--- config.mk ---
export PLATFORM = sky130hd
export DESIGN_NAME = multi_slot_oneshot_timer
export DESIGN_NICKNAME = d
export VERILOG_FILES = /design/src/rtl/mso_pkg.sv /design/src/rtl/multi_slot_oneshot_timer.sv /design/src/rtl/mso_cell.sv
export SDC_FILE = /design/constraint.sdc
export NUM_CORES = 1
export LEC_CHECK = 0
export ABC_AREA = 0
export BUFFER_PORTS_ARGS = -buffer_cell sky130_fd_sc_hd__buf_2
export CORE_ASPECT_RATIO = 1.4
export CORE_MARGIN = 2
export CORE_UTILIZATION = 51
export DETAILED_ROUTE_END_ITERATION = 7
export MAX_ROUTING_LAYER = met4
export PLACE_DENSITY = 0.67
export SYNTH_ARGS = -nofsm -noshare
export SYNTH_HDL_FRONTEND = slang
export SYNTH_SLANG_ARGS = --single-unit
--- constraint.sdc ---
create_clock -name clk_i -period 12.4 [get_ports clk_i]
set_clock_uncertainty 0.15 [all_clocks]
set_input_delay 1.86 -clock clk_i [delete_from_list [all_inputs] [get_ports clk_i]]
set_output_delay 1.86 -clock clk_i [all_outputs]
set_load 0.01 [all_outputs]
--- src/rtl/mso_pkg.sv ---
package mso_pkg;

  typedef struct packed {
    logic [1:0]  operation;
    logic [15:0] count;
    logic [3:0]  slot_in;
  } in_t;

  typedef struct packed {
    logic       kind;
    logic [3:0] slot_out;
    logic [2:0] status;
    logic       last;
  } out_t;

  localparam logic [1:0] OP_TICK    = 2'd0;
  localparam logic [1:0] OP_ADD     = 2'd1;
  localparam logic [1:0] OP_CANCEL  = 2'd2;
  localparam logic [1:0] OP_RELEASE = 2'd3;

  localparam logic [1:0] ST_RUNNING  = 2'd1;
  localparam logic [1:0] ST_CANCELED = 2'd2;
  localparam logic [1:0] ST_FINISHED = 2'd3;

  localparam logic [2:0] STAT_OK        = 3'd0;
  localparam logic [2:0] STAT_NO_FREE   = 3'd1;
  localparam logic [2:0] STAT_INVALID   = 3'd2;
  localparam logic [2:0] STAT_CANCELED  = 3'd3;
  localparam logic [2:0] STAT_FINISHED  = 3'd4;
  localparam logic [2:0] STAT_RUNNING   = 3'd5;
  localparam logic [2:0] STAT_ZERO      = 3'd6;

  localparam logic KIND_ANSWER = 1'b0;
  localparam logic KIND_EXPIRY = 1'b1;

  localparam logic [4:0] MAX_REPORTS = 5'd16;

endpackage

--- src/rtl/multi_slot_oneshot_timer.sv ---
// Multi-slot one-shot countdown timer.
// The input channel carries one operation per transaction: tick, add, cancel
// or release. The output channel carries result transactions; the last one
// caused by an input has its last bit set. A tick whose slots do not expire
// gives no result at all.
// The slots live in a ring of identical cells. Each accepted transaction
// rotates the ring once; the entry at the head is examined and rewritten into
// the tail, so every slot passes the head once in slot order.
// An item is accepted in the idle state, then the ring rotates through every
// slot in the pass state, and the flush state hands over the final result.
// Input ready is high only while the block is idle, so no new item is taken
// before the last one is through. When the receiver stalls, the rotation
// pauses at the next expiry that must be handed on, and the output register
// holds its transaction. Reset marks every slot free and leaves no result pending.
module multi_slot_oneshot_timer #(
  parameter int SLOTS      = 16,
  parameter int COUNT_BITS = 16
) (
  input  logic           clk_i,
  input  logic           rst_ni,
  input  logic           in_valid_i,
  output logic           in_ready_o,
  input  mso_pkg::in_t   in_data_i,
  output logic           out_valid_o,
  input  logic           out_ready_i,
  output mso_pkg::out_t  out_data_o
);

  import mso_pkg::*;

  localparam int IDX_W = (SLOTS > 1) ? $clog2(SLOTS) : 1;

  typedef enum logic [1:0] {
    S_IDLE,
    S_PASS,
    S_FLUSH
  } state_e;

  state_e                state_q;
  in_t                   req_q;
  logic [COUNT_BITS-1:0] cnt_val_q;
  logic [IDX_W-1:0]      idx_q;
  logic [4:0]            found_q;
  logic                  pend_valid_q;
  out_t                  pend_q;
  logic                  out_valid_q;
  out_t                  out_q;

  logic                  used_c  [SLOTS];
  logic [1:0]            state_c [SLOTS];
  logic [COUNT_BITS-1:0] rem_c   [SLOTS];

  logic                  h_used;
  logic [1:0]            h_state;
  logic [COUNT_BITS-1:0] h_rem;
  logic                  w_used;
  logic [1:0]            w_state;
  logic [COUNT_BITS-1:0] w_rem;

  logic                  match;
  logic                  set_pend;
  logic                  push;
  logic                  out_free;
  logic                  step;
  logic                  shift;
  out_t                  new_pend;
  logic [COUNT_BITS-1:0] in_cnt;
  logic                  out_load;
  out_t                  out_next;

  assign h_used  = used_c[0];
  assign h_state = state_c[0];
  assign h_rem   = rem_c[0];

  assign in_cnt   = COUNT_BITS'(in_data_i.count);
  assign match    = 32'(idx_q) == 32'(req_q.slot_in);
  assign out_free = !out_valid_q || out_ready_i;

  always_comb begin
    w_used   = h_used;
    w_state  = h_state;
    w_rem    = h_rem;
    set_pend = 1'b0;
    push     = 1'b0;
    new_pend = '{kind: KIND_ANSWER, slot_out: 4'(idx_q), status: STAT_OK, last: 1'b1};
    case (req_q.operation)
      OP_TICK: begin
        if (h_used && h_state == ST_RUNNING) begin
          w_rem = h_rem - COUNT_BITS'(1);
          if (w_rem == '0) begin
            w_state = ST_FINISHED;
            if (found_q < MAX_REPORTS) begin
              set_pend      = 1'b1;
              push          = pend_valid_q;
              new_pend.kind = KIND_EXPIRY;
              new_pend.last = 1'b0;
            end
          end
        end
      end
      OP_ADD: begin
        if (cnt_val_q != '0 && found_q == '0 && !h_used) begin
          w_used   = 1'b1;
          w_state  = ST_RUNNING;
          w_rem    = cnt_val_q;
          set_pend = 1'b1;
        end
      end
      OP_CANCEL: begin
        if (match && h_used) begin
          set_pend = 1'b1;
          if (h_state == ST_CANCELED) begin
            new_pend.status = STAT_CANCELED;
          end else if (h_state == ST_FINISHED) begin
            new_pend.status = STAT_FINISHED;
          end else begin
            w_state = ST_CANCELED;
          end
        end
      end
      default: begin
        if (match && h_used) begin
          set_pend = 1'b1;
          if (h_state == ST_RUNNING) begin
            new_pend.status = STAT_RUNNING;
          end else begin
            w_used = 1'b0;
          end
        end
      end
    endcase
  end

  assign step  = !push || out_free;
  assign shift = (state_q == S_PASS) && step;

  always_comb begin
    out_load = 1'b0;
    out_next = pend_q;
    if (state_q == S_PASS) begin
      out_load = step && push;
    end else if (state_q == S_FLUSH) begin
      out_load      = pend_valid_q && out_free;
      out_next.last = 1'b1;
    end
  end

  for (genvar g = 0; g < SLOTS; g++) begin : g_cell
    logic                  nb_used;
    logic [1:0]            nb_state;
    logic [COUNT_BITS-1:0] nb_rem;

    if (g == SLOTS - 1) begin : g_tail
      assign nb_used  = w_used;
      assign nb_state = w_state;
      assign nb_rem   = w_rem;
    end else begin : g_body
      assign nb_used  = used_c[g+1];
      assign nb_state = state_c[g+1];
      assign nb_rem   = rem_c[g+1];
    end

    mso_cell #(
      .COUNT_BITS(COUNT_BITS)
    ) u_cell (
      .clk_i  (clk_i),
      .rst_ni (rst_ni),
      .shift_i(shift),
      .used_i (nb_used),
      .state_i(nb_state),
      .rem_i  (nb_rem),
      .used_o (used_c[g]),
      .state_o(state_c[g]),
      .rem_o  (rem_c[g])
    );
  end

  always_ff @(posedge clk_i or negedge rst_ni) begin
    if (!rst_ni) begin
      state_q      <= S_IDLE;
      req_q        <= '0;
      cnt_val_q    <= '0;
      idx_q        <= '0;
      found_q      <= '0;
      pend_valid_q <= 1'b0;
      pend_q       <= '0;
      out_valid_q  <= 1'b0;
      out_q        <= '0;
    end else begin
      if (out_load) begin
        out_q       <= out_next;
        out_valid_q <= 1'b1;
      end else if (out_valid_q && out_ready_i) begin
        out_valid_q <= 1'b0;
      end
      unique case (state_q)
        S_IDLE: begin
          if (in_valid_i) begin
            req_q        <= in_data_i;
            cnt_val_q    <= in_cnt;
            idx_q        <= '0;
            found_q      <= '0;
            pend_valid_q <= in_data_i.operation != OP_TICK;
            if (in_data_i.operation == OP_ADD) begin
              pend_q <= '{kind: KIND_ANSWER, slot_out: 4'd0,
                          status: (in_cnt == '0) ? STAT_ZERO : STAT_NO_FREE, last: 1'b1};
            end else begin
              pend_q <= '{kind: KIND_ANSWER, slot_out: in_data_i.slot_in,
                          status: STAT_INVALID, last: 1'b1};
            end
            state_q <= S_PASS;
          end
        end
        S_PASS: begin
          if (step) begin
            if (set_pend) begin
              pend_q       <= new_pend;
              pend_valid_q <= 1'b1;
              if (found_q < MAX_REPORTS) begin
                found_q <= found_q + 5'd1;
              end
            end
            idx_q <= idx_q + IDX_W'(1);
            if (idx_q == IDX_W'(SLOTS - 1)) begin
              state_q <= S_FLUSH;
            end
          end
        end
        S_FLUSH: begin
          if (!pend_valid_q) begin
            state_q <= S_IDLE;
          end else if (out_free) begin
            pend_valid_q <= 1'b0;
            state_q      <= S_IDLE;
          end
        end
        default: begin
          state_q <= S_IDLE;
        end
      endcase
    end
  end

  assign in_ready_o  = state_q == S_IDLE;
  assign out_valid_o = out_valid_q;
  assign out_data_o  = out_q;

endmodule

--- src/rtl/mso_cell.sv ---
module mso_cell #(
  parameter int COUNT_BITS = 16
) (
  input  logic                  clk_i,
  input  logic                  rst_ni,
  input  logic                  shift_i,
  input  logic                  used_i,
  input  logic [1:0]            state_i,
  input  logic [COUNT_BITS-1:0] rem_i,
  output logic                  used_o,
  output logic [1:0]            state_o,
  output logic [COUNT_BITS-1:0] rem_o
);

  logic                  used_q;
  logic [1:0]            state_q;
  logic [COUNT_BITS-1:0] rem_q;

  always_ff @(posedge clk_i or negedge rst_ni) begin
    if (!rst_ni) begin
      used_q <= 1'b0;
    end else if (shift_i) begin
      used_q <= used_i;
    end
  end

  always_ff @(posedge clk_i) begin
    if (shift_i) begin
      state_q <= state_i;
      rem_q   <= rem_i;
    end
  end

  assign used_o  = used_q;
  assign state_o = state_q;
  assign rem_o   = rem_q;

endmodule
==> run_results.csv, run 1 <==
group,metric,value,unit
detailed_routing,drt-vias-per-instance,5.63,
sta,max-slew-margin-rel,0.296,
synth,yosysTopAreaCellShare,0.674,
detailed_routing,vias,6295,
sta,fmaxAchievable,179,MHz
worst_hold_path,worstHoldPathType,"reg2reg",
sta,slew_viol_final,0,
setup_path,reg2reg_depth,11,
setup_path,r2r_setup_slack,6800,ps
synth,biggest_area_contributors_in_the_synthesized_netlist,"edfxtp_1, dfrtp_1, mux2_2",
cts,ctsHoldBuffers,0,
sta,final.setup.tns,0,ps
setup_path,critical-path-slowest-cell,"buf_4",
grt,maximum_number_of_pins_on_one_net_before_global_route_repair,145,
sta,hold_violations,0,
cells_and_area,stdcell_area,14400,um2
setup_path,critical_path.endpoint_type,"register",
synth,synthFlopType,"edfxtp_1",
sta,finalWorstPathRequiredPeriod,5600,ps
setup_path,wp_buf_inv,5,
setup_path,crit_path_cell_trace,"inv_1, ha_1, or3b_2, a21boi_0, o21ai_0, a2111o_1, o31ai_4, buf_4, inv_8, buf_4, buf_4",
placement,hpwlAfterDp,14.1,mm
grt,grt_antenna_before_repair,1,
floorplan,dieArea,26500,um2
status,status,"complete, no violations",
cts,numClockSinks,357,
worst_hold_path,worstHoldPathCells,0,
floorplan,start_util,0.520,
detailed_routing,antenna_left,0,
detailed_routing,post_detailed_route_drc_marker_count,0,
setup_path,cp_data_required_time,12380,ps
synth,synthesis.area,12800,um2
placement,postPlaceCellArea,13400,um2
cells_and_area,area_taken_by_multi_input_logic_gates,2270,um2
cells_and_area,final_cell_mix,"edfxtp_1, dfrtp_1, mux2_2",
cells_and_area,final.fill_count,1867,
synth,yosysSeqAreaShare,0.809,
setup_path,worstSetupStartpointType,"register",
placement,cell_count_after_placement,1056,
placement,port_buffers,36,
cts,cts_resized,0,
cts,post-cts-setup-buffers,0,
setup_path,family_of_cells_with_the_greatest_summed_delay_on_the_critical_path,"buffers and inverters",
synth,postSynth.asyncResetShare,0.193,
cts,clkTransAtPathRegs,60,ps
synth,synth_nets,755,
power_and_ir_drop,power-per-cell-area,275,nW/um2
floorplan,die_width,138,um
grt,via_count_of_the_first_global_routing_pass,6259,
detailed_routing,initialDrtViolationCount,479,
synth,post_synth.cell_area_avg,17.8,um2
floorplan,io_pins,37,
floorplan,placementRows,68,
detailed_routing,totalWireLength,22.4,mm
flow_run,max_cap_violations,0,
cts,root_buffer,"clkbuf_16",
grt,grt_pass1_wl,35.0,mm
synth,ys_types,63,
placement,gp_routability_congestion,0.874,
synth,synth_cells,720,
sta,layout_worst_path_cycle_share,0.451,
setup_path,critPathMaxFanout,144,
setup_path,critPathMostFrequentCell,"buf_4",
cells_and_area,mostFrequentLayoutCell,"edfxtp_1",
cells_and_area,postLayoutCoreUtil,0.585,
sta,grt_setup_unrepaired,"false",
power_and_ir_drop,total_power,3970,uW
synth,ys_warn_count,0,
synth,synth-edff-count,288,
floorplan,die_h,192,um
cts,clk_path_buf_depth,3,
setup_path,critPathKind,"reg2reg",
grt,gr-usage-all-layers,0.176,
sta,setup-violations-final,0,
grt,grt.overflow.total,0,
cells_and_area,drive_above_1_share,0.186,
cells_and_area,instances_no_fill,1119,
power_and_ir_drop,reported_leakage_power,0.00514,uW
cts,worstSkewPairLatency,510,ps
cells_and_area,flow.area_growth_from_synthesis,12.6,%
cts,htree_levels,2,
cts,cts_buffers,34,
detailed_routing,drt-wirelength-per-cell,20.0,um
setup_path,cp.arrival,5580,ps
setup_path,worst_path_largest_cell_delay,830,ps
sta,worst_slew_pin_slew,1050,ps
setup_path,timing.critical_path.depth,11,
cts,cts_tree,"done",
cells_and_area,num-nets-final,812,
power_and_ir_drop,irDropWorstVdd,0.225,mV
synth,post-synth-top-area-cell,"edfxtp_1",
cells_and_area,layout.area.seq,10400,um2
synth,synth-seq-cells,357,
detailed_routing,firstDrtPassIters,5,
floorplan,design.core.area,24700,um2
synthesized netlist by cell type, types with 4 or more instances:
master / instances
nand3_1: 12
mux2_2: 43
ha_1: 9
o21ai_0: 22
nor3_1: 10
edfxtp_1: 288
nor4_1: 16
a31oi_1: 6
nand2_1: 25
nand4_1: 7
o31ai_1: 4
inv_1: 22
a21oi_1: 31
mux2i_1: 5
clkbuf_1: 16
mux2_1: 9
nor2_1: 30
xnor2_1: 4
dfrtp_1: 69
o22ai_1: 19
registers in the layout, summed over array words and instances, names as in the netlist, 2 cells and up:
name                   flops
out_data_o                 9
g_cell.u_cell.state_o     32
cnt_val_q                 16
req_q                      6
state_q                    2
found_q                    5
g_cell.u_cell.used_o      16
out_next                   8
idx_q                      4
g_cell.u_cell.rem_o      256
worst paths after layout:
kind                                            start                          to
max in group asynchronous                      rst_ni                 out_next[2]
min                        g_cell[12].u_cell.rem_o[4]  g_cell[11].u_cell.rem_o[4]
max reg2reg                 g_cell[0].u_cell.rem_o[0]   g_cell[0].u_cell.rem_o[0]
min reg2reg                g_cell[12].u_cell.rem_o[4]  g_cell[11].u_cell.rem_o[4]
min in group asynchronous                      rst_ni               cnt_val_q[15]
max                         g_cell[0].u_cell.rem_o[0]   g_cell[0].u_cell.rem_o[0]
per-stage QoR:
step | setup WS (ps) | hold WS (ps)
finish | 6800 | 259
global route | 6380 | 262
CTS | 6820 | 256
detailed placement | 6770 | 255
global placement | 6880 | 251
floorplan | 3630 | 250
cells by family (layout without fill, tap and decap cells):
group / Yosys count / count (layout) / share of synthesized area
flops: 357 / 357 / 0.809
other cells: 0 / 1 / 0
simple gates: 130 / 130 / 0.0541
buf+inv: 45 / 128 / 0.0146
mux: 60 / 60 / 0.0531
compound gates: 113 / 113 / 0.0567
fa+ha+maj: 9 / 9 / 0.00878
xor+xnor: 6 / 6 / 0.00410
where the power goes:
group          leakage (uW)  switching [uW]  internal (uW)  total, uW
logic               0.00108             500            258        758
clock network      0.000524             423            572        995
registers           0.00354             241           1970       2210
total               0.00514            1160           2800       3970
routing by layer:
layer | wire [um] | GRT usage | part of all wire | up-vias
met1 | 10000 | 0.232 | 0.45 | 3165
met5 | 0 | - | 0 | -
met2 | 10900 | 0.282 | 0.48 | 167
met3 | 918 | 0.0282 | 0.041 | 44
li1 | - | - | - | 2919
met4 | 624 | 0.0636 | 0.028 | 0
worst register-to-register path, stage by stage, from the launching register on:
cell      delay, ps
edfxtp_1        530
inv_1           160
ha_1            410
or3b_2          500
a21boi_0        130
o21ai_0         180
a2111o_1        350
o31ai_4         110
buf_4           260
inv_8           640
buf_4           920
buf_4           860
final cells by class:
class | instances | share of cell area
Antenna cell | 1 | 0.000173
Clock buffer | 40 | 0.0605
Clock inverter | 22 | 0.0139
Inverter | 22 | 0.00624
Multi-Input combinational cell | 318 | 0.157
Sequential cell | 357 | 0.718
Tap cell | 315 | 0.0273
Timing Repair Buffer | 44 | 0.0166
Power figures use the tool's default switching activity.
==> run 2: changes to the inputs <==
--- a/config.mk
+++ b/config.mk
@@ -12,7 +12,7 @@
 export CORE_UTILIZATION = 51
 export DETAILED_ROUTE_END_ITERATION = 7
 export MAX_ROUTING_LAYER = met4
-export PLACE_DENSITY = 0.67
+export PLACE_DENSITY = 0.7
 export SYNTH_ARGS = -nofsm -noshare
 export SYNTH_HDL_FRONTEND = slang
 export SYNTH_SLANG_ARGS = --single-unit
==> constraint.sdc (replaced) <==
create_clock -name clk_i -period 5.14 [get_ports clk_i]
set_clock_uncertainty 0.15 [all_clocks]
set_input_delay 0.771 -clock clk_i [delete_from_list [all_inputs] [get_ports clk_i]]
set_output_delay 0.771 -clock clk_i [all_outputs]
set_load 0.01 [all_outputs]
==> run 2 against run 1 <==
Register-to-register slack worse by 5600 ps. Die area stayed put. Wire length is 1.5% lower. Via count is 0.33% lower. Clock power is 150% higher. Maximum frequency is 42% higher. Total power is 140% higher. Setup slack worse by 5600 ps. First-iteration DRC count is 6.3% higher. Hold slack worse by 4.0 ps.
==> run_results.csv, run 2 (same netlist as run 1, synthesis figures left out) <==
group,metric,value,unit
detailed_routing,firstDrtPassIters,5,
floorplan,io_pins,37,
placement,preCtsSetupSlack,1230,ps
cells_and_area,largest_register_ffs,256,
cells_and_area,drive_above_1_share,0.210,
cells_and_area,antennaDiodeCount,0,
cts,htree_levels,1,
placement,port_buffers,36,
grt,grt.overflow.total,0,
placement,gp_routability_congestion,0.849,
cts,post-cts-setup-buffers,0,
detailed_routing,totalWireLength,22.1,mm
sta,grt_setup_unrepaired,"false",
grt,maximum_number_of_pins_on_one_net_before_global_route_repair,92,
detailed_routing,initialDrtViolationCount,509,
setup_path,critPathKind,"reg2reg",
cts,clkTransAtPathRegs,70,ps
cells_and_area,mostFrequentLayoutCell,"edfxtp_1",
sta,final_critical_path_setup_slack,1210,ps
sta,finalWorstPathRequiredPeriod,3930,ps
floorplan,dieArea,26500,um2
sta,setup-violations-final,0,
setup_path,reg_to_reg_critical_path_startpoint,"req_q[21]",
grt,via_count_of_the_first_global_routing_pass,6226,
power_and_ir_drop,power-per-cell-area,663,nW/um2
floorplan,design.core.area,24700,um2
cells_and_area,flow.area_growth_from_synthesis,13.5,%
cells_and_area,final_cell_mix,"edfxtp_1, dfrtp_1, mux2_2",
flow_run,max_cap_violations,0,
detailed_routing,drt-wirelength-per-cell,19.7,um
floorplan,start_util,0.520,
cts,cts_buffers,31,
sta,hold_violations,0,
power_and_ir_drop,irDropWorstVdd,0.379,mV
worst_hold_path,worstHoldPathType,"in2async",
detailed_routing,vias,6274,
grt,grt_antenna_before_repair,0,
floorplan,die_width,138,um
floorplan,die_h,192,um
cts,ctsHoldBuffers,0,
sta,max-slew-margin-rel,0.249,
setup_path,cp.arrival,4000,ps
cells_and_area,num-nets-final,813,
cts,cts_tree,"done",
cts,worstSkewPairLatency,560,ps
cts,numClockSinks,357,
setup_path,worstSetupStartpointType,"register",
cts,root_buffer,"clkbuf_16",
detailed_routing,drt-vias-per-instance,5.61,
sta,layout_worst_path_cycle_share,0.765,
sta,fmaxAchievable,254,MHz
setup_path,r2r-end,"g_cell[3].u_cell.rem_o[11]",
status,status,"complete, no violations",
placement,postPlaceCellArea,13400,um2
placement,cell_count_after_placement,1060,
cells_and_area,instances_no_fill,1118,
setup_path,reg2reg_depth,7,
power_and_ir_drop,reported_leakage_power,0.00520,uW
grt,gr-usage-all-layers,0.170,
sta,hold_slack,255,ps
setup_path,cp_data_required_time,5210,ps
grt,grt_pass1_wl,34.4,mm
setup_path,r2r_setup_slack,1210,ps
cells_and_area,final.fill_count,1836,
sta,slew_viol_final,0,
setup_path,critical_path.endpoint_type,"register",
cts,cts_resized,0,
cts,clk_path_buf_depth,3,
setup_path,critPathMaxFanout,53,
floorplan,placementRows,68,
cells_and_area,stdcell_area,14600,um2
sta,worst_slew_pin_slew,1120,ps
sta,final.setup.tns,0,ps
detailed_routing,antenna_left,0,
detailed_routing,post_detailed_route_drc_marker_count,0,
placement,hpwlAfterDp,13.7,mm
==> run 2: changes by cell type in the layout (fill, tap and decap cells not counted), sizes merged <==
cell	change
diode	-1
buf	+4
inv	-1
clkinvlp	+3
clkinv	-6
==> run 2: worst max path at each step <==
stage	start	to	slack (ps)	cells after the start
6_report	req_q[21]	g_cell[3].u_cell.rem_o[11]	1210	7
5_1_grt	req_q[21]	g_cell[5].u_cell.rem_o[0]	950	7
4_1_cts	req_q[21]	g_cell[3].u_cell.rem_o[0]	1180	7
3_5_place_dp	req_q[21]	g_cell[4].u_cell.rem_o[0]	1230	7
3_3_place_gp	req_q[21]	g_cell[3].u_cell.rem_o[0]	1370	7
2_1_floorplan	g_cell[0].u_cell.rem_o[0]	g_cell[0].u_cell.rem_o[0]	-2220	11
==> run 2: routing by layer <==
metal	global-route usage	part of all wire	up-vias
met1	0.223	0.44	3131
met5	-	0	-
met4	0.0522	0.027	0
li1	-	-	2905
met3	0.0217	0.045	46
met2	0.282	0.49	192
==> run 2: cell type report <==
type | instances | area, um2 | share of cell area
multi-input combinational | 318 | 2280 | 0.157
clock buffer | 40 | 933 | 0.0641
clock inverter | 18 | 199 | 0.0137
inverter | 22 | 88.8 | 0.00610
sequential | 357 | 10400 | 0.712
timing repair buffer | 48 | 295 | 0.0203
tap | 315 | 394 | 0.0271
==> run 2: power by group <==
group,switching [uW],internal [uW],total (uW)
clock network,1030,1450,2470
registers,564,4740,5300
logic,1210,668,1880
==> run 2: critical path, stage by stage, from the launching register on <==
cell        delay [ps]
dfrtp_1            650
nor2_1             610
and3_1             250
nand4_1            100
a2111o_1           590
o31ai_4            300
clkinvlp_4         430
buf_4              480
==> run 2: metrics by stage <==
stage / power (uW) / util
6_report: 9660 / 0.590
5_1_grt: 10100 / 0.590
4_1_cts: 9760 / 0.590
3_5_place_dp: 7230 / 0.544
3_3_place_gp: 7140 / 0.544
2_1_floorplan: 6660 / -
